## src/hdl/ship_ram.sv

```systemverilog
`timescale 1ns / 1ps
`default_nettype none
module ship_ram #(
   parameter int WIDTH = 8,
   parameter int DEPTH = 16
) (
   input  wire logic                     clock,
   input  wire logic                     wr_en,
   input  wire logic [$clog2(DEPTH)-1:0] wr_addr,
   input  wire logic [WIDTH-1:0]         wr_data,
   input  wire logic [$clog2(DEPTH)-1:0] rd_addr,
   output      logic [WIDTH-1:0]         rd_data
);

   logic [WIDTH-1:0] mem_ff [DEPTH];
   logic [WIDTH-1:0] rd_data_ff;

   always_ff @(posedge clock) begin
      if (wr_en) begin
         mem_ff[wr_addr] <= wr_data;
      end
      rd_data_ff <= mem_ff[rd_addr];
   end

   assign rd_data = rd_data_ff;

endmodule
`default_nettype wire

```

## config.mk

```make
export PLATFORM = sky130hd
export DESIGN_NAME = ship_ram
export DESIGN_NICKNAME = d
export VERILOG_FILES = /design/src/hdl/ship_ram.sv
export SDC_FILE = /design/constraint.sdc
export NUM_CORES = 1
export LEC_CHECK = 0
export BUFFER_PORTS_ARGS = -buffer_cell sky130_fd_sc_hd__buf_2
export CAP_MARGIN = 0
export CORE_ASPECT_RATIO = 0.7
export CORE_UTILIZATION = 41
export CTS_CLUSTER_DIAMETER = 80
export CTS_CLUSTER_SIZE = 10
export DETAILED_ROUTE_END_ITERATION = 10
export GPL_ROUTABILITY_DRIVEN = 1
export SLEW_MARGIN = 25
export SYNTH_ARGS = -nofsm -noshare
export SYNTH_HDL_FRONTEND = slang
export SYNTH_SLANG_ARGS = --single-unit
```

## constraint.sdc

```tcl
create_clock -name clock -period 2 [get_ports clock]
set_input_delay 0.3 -clock clock [delete_from_list [all_inputs] [get_ports clock]]
set_output_delay 0.3 -clock clock [all_outputs]
set_load 0.05 [all_outputs]
```

==> flow_summary.json <==
{
  "start_kind": "flop",
  "rows": 33,
  "clock_power_share_pct": 49.2,
  "viasPerCell": 5.388,
  "final_core_util_pct": 51.99,
  "synth.distinct_cells": 19,
  "period_share_pct": 69.36,
  "cellPowerDensity_nw_per_um2": 1128,
  "tightest_slew_ns": 0.4367,
  "hold_class": "in -> reg",
  "die_area_um2": 13010,
  "drtIter0Drc": 154,
  "rr_worst_depth": 3,
  "vias": 2457,
  "dr.pass1.iters": 5,
  "cts_tree": "done",
  "yosysWarningCount": 0,
  "yosysSeqAreaShare_pct": 77.78,
  "nNetsFinal": 304,
  "cts.sink_count": 136,
  "clk_pin_slew_ns": 0.06,
  "area_growth_pct": 20.93,
  "ys.flop_type": "edfxtp_1",
  "worst_path_largest_cell_delay_ns": 0.51,
  "rsz0062_at_grt": "false",
  "avgRoutedWirePerCell_um": 22.29,
  "timing_worst_setup_path_type": "reg -> reg",
  "path_max_fanout": 1,
  "seqPwrFrac_pct": 45.6,
  "synth_seq_cells": 136,
  "cts_buffers": 17,
  "setup_tns_ns": 0,
  "p_switching_mw": 1.383,
  "synth.top_cell.area_share_pct": 74.67,
  "synth-xor-area-share_pct": 0,
  "cts.hold.buffers_added": 0,
  "io_pins": 26,
  "hp-start": "wr_data[2]",
  "n_antenna_cell": 0,
  "root_buffer": "clkbuf_16",
  "syn_avg_cell_area_um2": 22.48,
  "cts_resized": 0,
  "async_flop_share_pct": 0,
  "die_h_um": 95.75,
  "synth_commonest_cells": "128 x edfxtp_1, 18 x mux4_2, 16 x a22oi_1",
  "fillCellCount": 957,
  "synth_edf_count": 128,
  "synth_compound_area_share_pct": 2.333,
  "whs_endpoint": "mem_ff[3][2]$_DFFE_PP_",
  "post-dp-hpwl_mm": 6.178,
  "maxCapViolCount": 0,
  "gr-total-overflow": 0,
  "ff2ff_setup_slack_ns": 0.61,
  "finalSetupViolations": 0,
  "r2r-start": "mem_ff[1][5]$_DFFE_PP_",
  "ant_nets": 0,
  "status": "complete, no violations",
  "synth.area.top_cells": "edfxtp_1 75%, mux4_2 7.9%, mux4_1 7.1%, dfxtp_1 3.1%, a22oi_1 2.3%",
  "core_um2": 11970,
  "grt_pass1_vias": 2387,
  "p_int_mw": 5.636,
  "setup_ws_ns": 0.6127,
  "slew_violations": 0,
  "crit_chain": "mux4_1, a22oi_1, nand2_1",
  "leakagePower_nw": 2.137,
  "peakVddDrop_mv": 0.7785,
  "crit_slowest_cell": "mux4_1",
  "final_cell_area_um2": 6225,
  "period_minus_slack_ns": 1.387,
  "grt_usage_pct": 17.63,
  "htree_levels": 4,
  "worstSetupEndpointType": "flop",
  "yosysMostFrequentCell": "edfxtp_1",
  "dp_worst_setup_slack_ns": 0.2563,
  "p_comb_share_pct": 5.2,
  "clk_path_buf_depth": 2,
  "muxShareOfSynthArea_pct": 15.02,
  "port_buffers": 25,
  "synth_fa_ha_area_share_pct": 0,
  "grt_max_degree": 20,
  "layout-drive-gt1-share_pct": 32.44,
  "syn_area_um2": 5147,
  "max_freq_ghz": 0.7208,
  "yosys.area.top_type": "edfxtp_1",
  "p_sw_share_pct": 19.70,
  "die_w_um": 135.9,
  "place.gp.congestion": 0.6819,
  "synth_nets": 247,
  "antenna_found_initial": 0,
  "initial_core_util_pct": 42.99,
  "whs_path_depth": 1,
  "slew_headroom_pct": 70.89,
  "synth_top_family_by_area": "multiplexers",
  "drc": 0,
  "syn_inst": 229,
  "routed_wl_mm": 10.16,
  "crit_required_ns": 2.30,
  "clock_skew_ns": 0.006659,
  "clk-insertion-delay-late_ns": 0.41,
  "post_dp_cell_area_um2": 5568,
  "grt_pass1_wl_mm": 15.02,
  "arrival_ns": 1.68,
  "cts_setup_buffers": 0,
  "synth-simple-area-share_pct": 3.184,
  "finalHoldViolCount": 0,
  "r2r_end": "rd_data[5]$_DFF_P_"
}
==> stage by stage <==
| stage | hold slack [ns] | power (mW) | cells |
|---|---|---|---|
| finish | 0.2710 | 7.020 | 456 |
| global route | 0.2617 | 7.233 | 456 |
| CTS | 0.2531 | 7.077 | 456 |
| detailed placement | 0.6587 | 3.627 | 424 |
| global placement | 0.6659 | 3.622 | 424 |
| floorplan | 0.3989 | 3.488 | 229 |
==> power groups by stage <==
| stage | Combinational (mW) | Sequential, mW | Clock, mW |
|---|---|---|---|
| floorplan | 0.162 | 3.33 | 0 |
| global placement | 0.361 | 3.26 | 0 |
| detailed placement | 0.364 | 3.26 | 0 |
| CTS | 0.366 | 3.20 | 3.51 |
| global route | 0.389 | 3.21 | 3.64 |
| finish | 0.362 | 3.20 | 3.45 |
==> critical path: cells and delay by family (launching register included) <==
family	cells	cell delay (ns)
AO/OA/AOI/OAI	1	0.32
flip-flops	1	0.36
multiplexers	1	0.51
AND/OR/NAND/NOR	1	0.09
==> worst max-delay path by stage <==
| stage | endpoint | start |
|---|---|---|
| after CTS | rd_data[5]$_DFF_P_ | mem_ff[1][5]$_DFFE_PP_ |
| after global routing | rd_data[5]$_DFF_P_ | mem_ff[1][5]$_DFFE_PP_ |
| after global placement | rd_data[5]$_DFF_P_ | rd_addr[0] |
| after detailed placement | rd_data[3]$_DFF_P_ | rd_addr[0] |
| after floorplan | mem_ff[0][0]$_DFFE_PP_ | wr_addr[2] |
| final | rd_data[5]$_DFF_P_ | mem_ff[1][5]$_DFFE_PP_ |
==> per-layer routing <==
| layer | vias up | share of wire, % | global-route usage [%] |
|---|---|---|---|
| li1 | 1086 | - | - |
| met1 | 1263 | 45 | 24.85 |
| met2 | 95 | 46 | 25.55 |
| met3 | 13 | 7.9 | 5.477 |
| met4 | 0 | 1.5 | 7.315 |
| met5 | - | 0 | 0 |
==> layout make-up <==
| class | instances | area (um2) | area share (%) |
|---|---|---|---|
| clock inverters | 15 | 231.5 | 3.719 |
| clock buffers | 17 | 425.4 | 6.834 |
| repair buffers | 48 | 310.3 | 4.985 |
| multi-input cells | 83 | 1057 | 16.98 |
| well taps | 157 | 196.4 | 3.156 |
| flip-flops and latches | 136 | 4004 | 64.32 |
==> layout by cell type (no fill, tap or decap), drive strengths merged, types with 4 or more instances in the layout <==
master / count
dfxtp: 8
mux4: 32
a22oi: 16
edfxtp: 128
clkbuf: 17
nor2: 13
nand2: 9
clkinv: 7
nor3: 4
buf: 48
bufinv: 6
==> sequential cells by signal (all words and copies together), names as in the netlist <==
| signal | count |
|---|---|
| rd_data | 8 |
| mem_ff | 128 |
==> cells by family (layout without fill, tap and decap cells) <==
logic type / Yosys count / in the layout
DFF: 136 / 136
and+or+nand+nor: 35 / 35
muxes: 32 / 32
AOI/OAI and AO/OA: 16 / 16
buffers and inverters: 10 / 80
(Power assumes the default switching activity.)
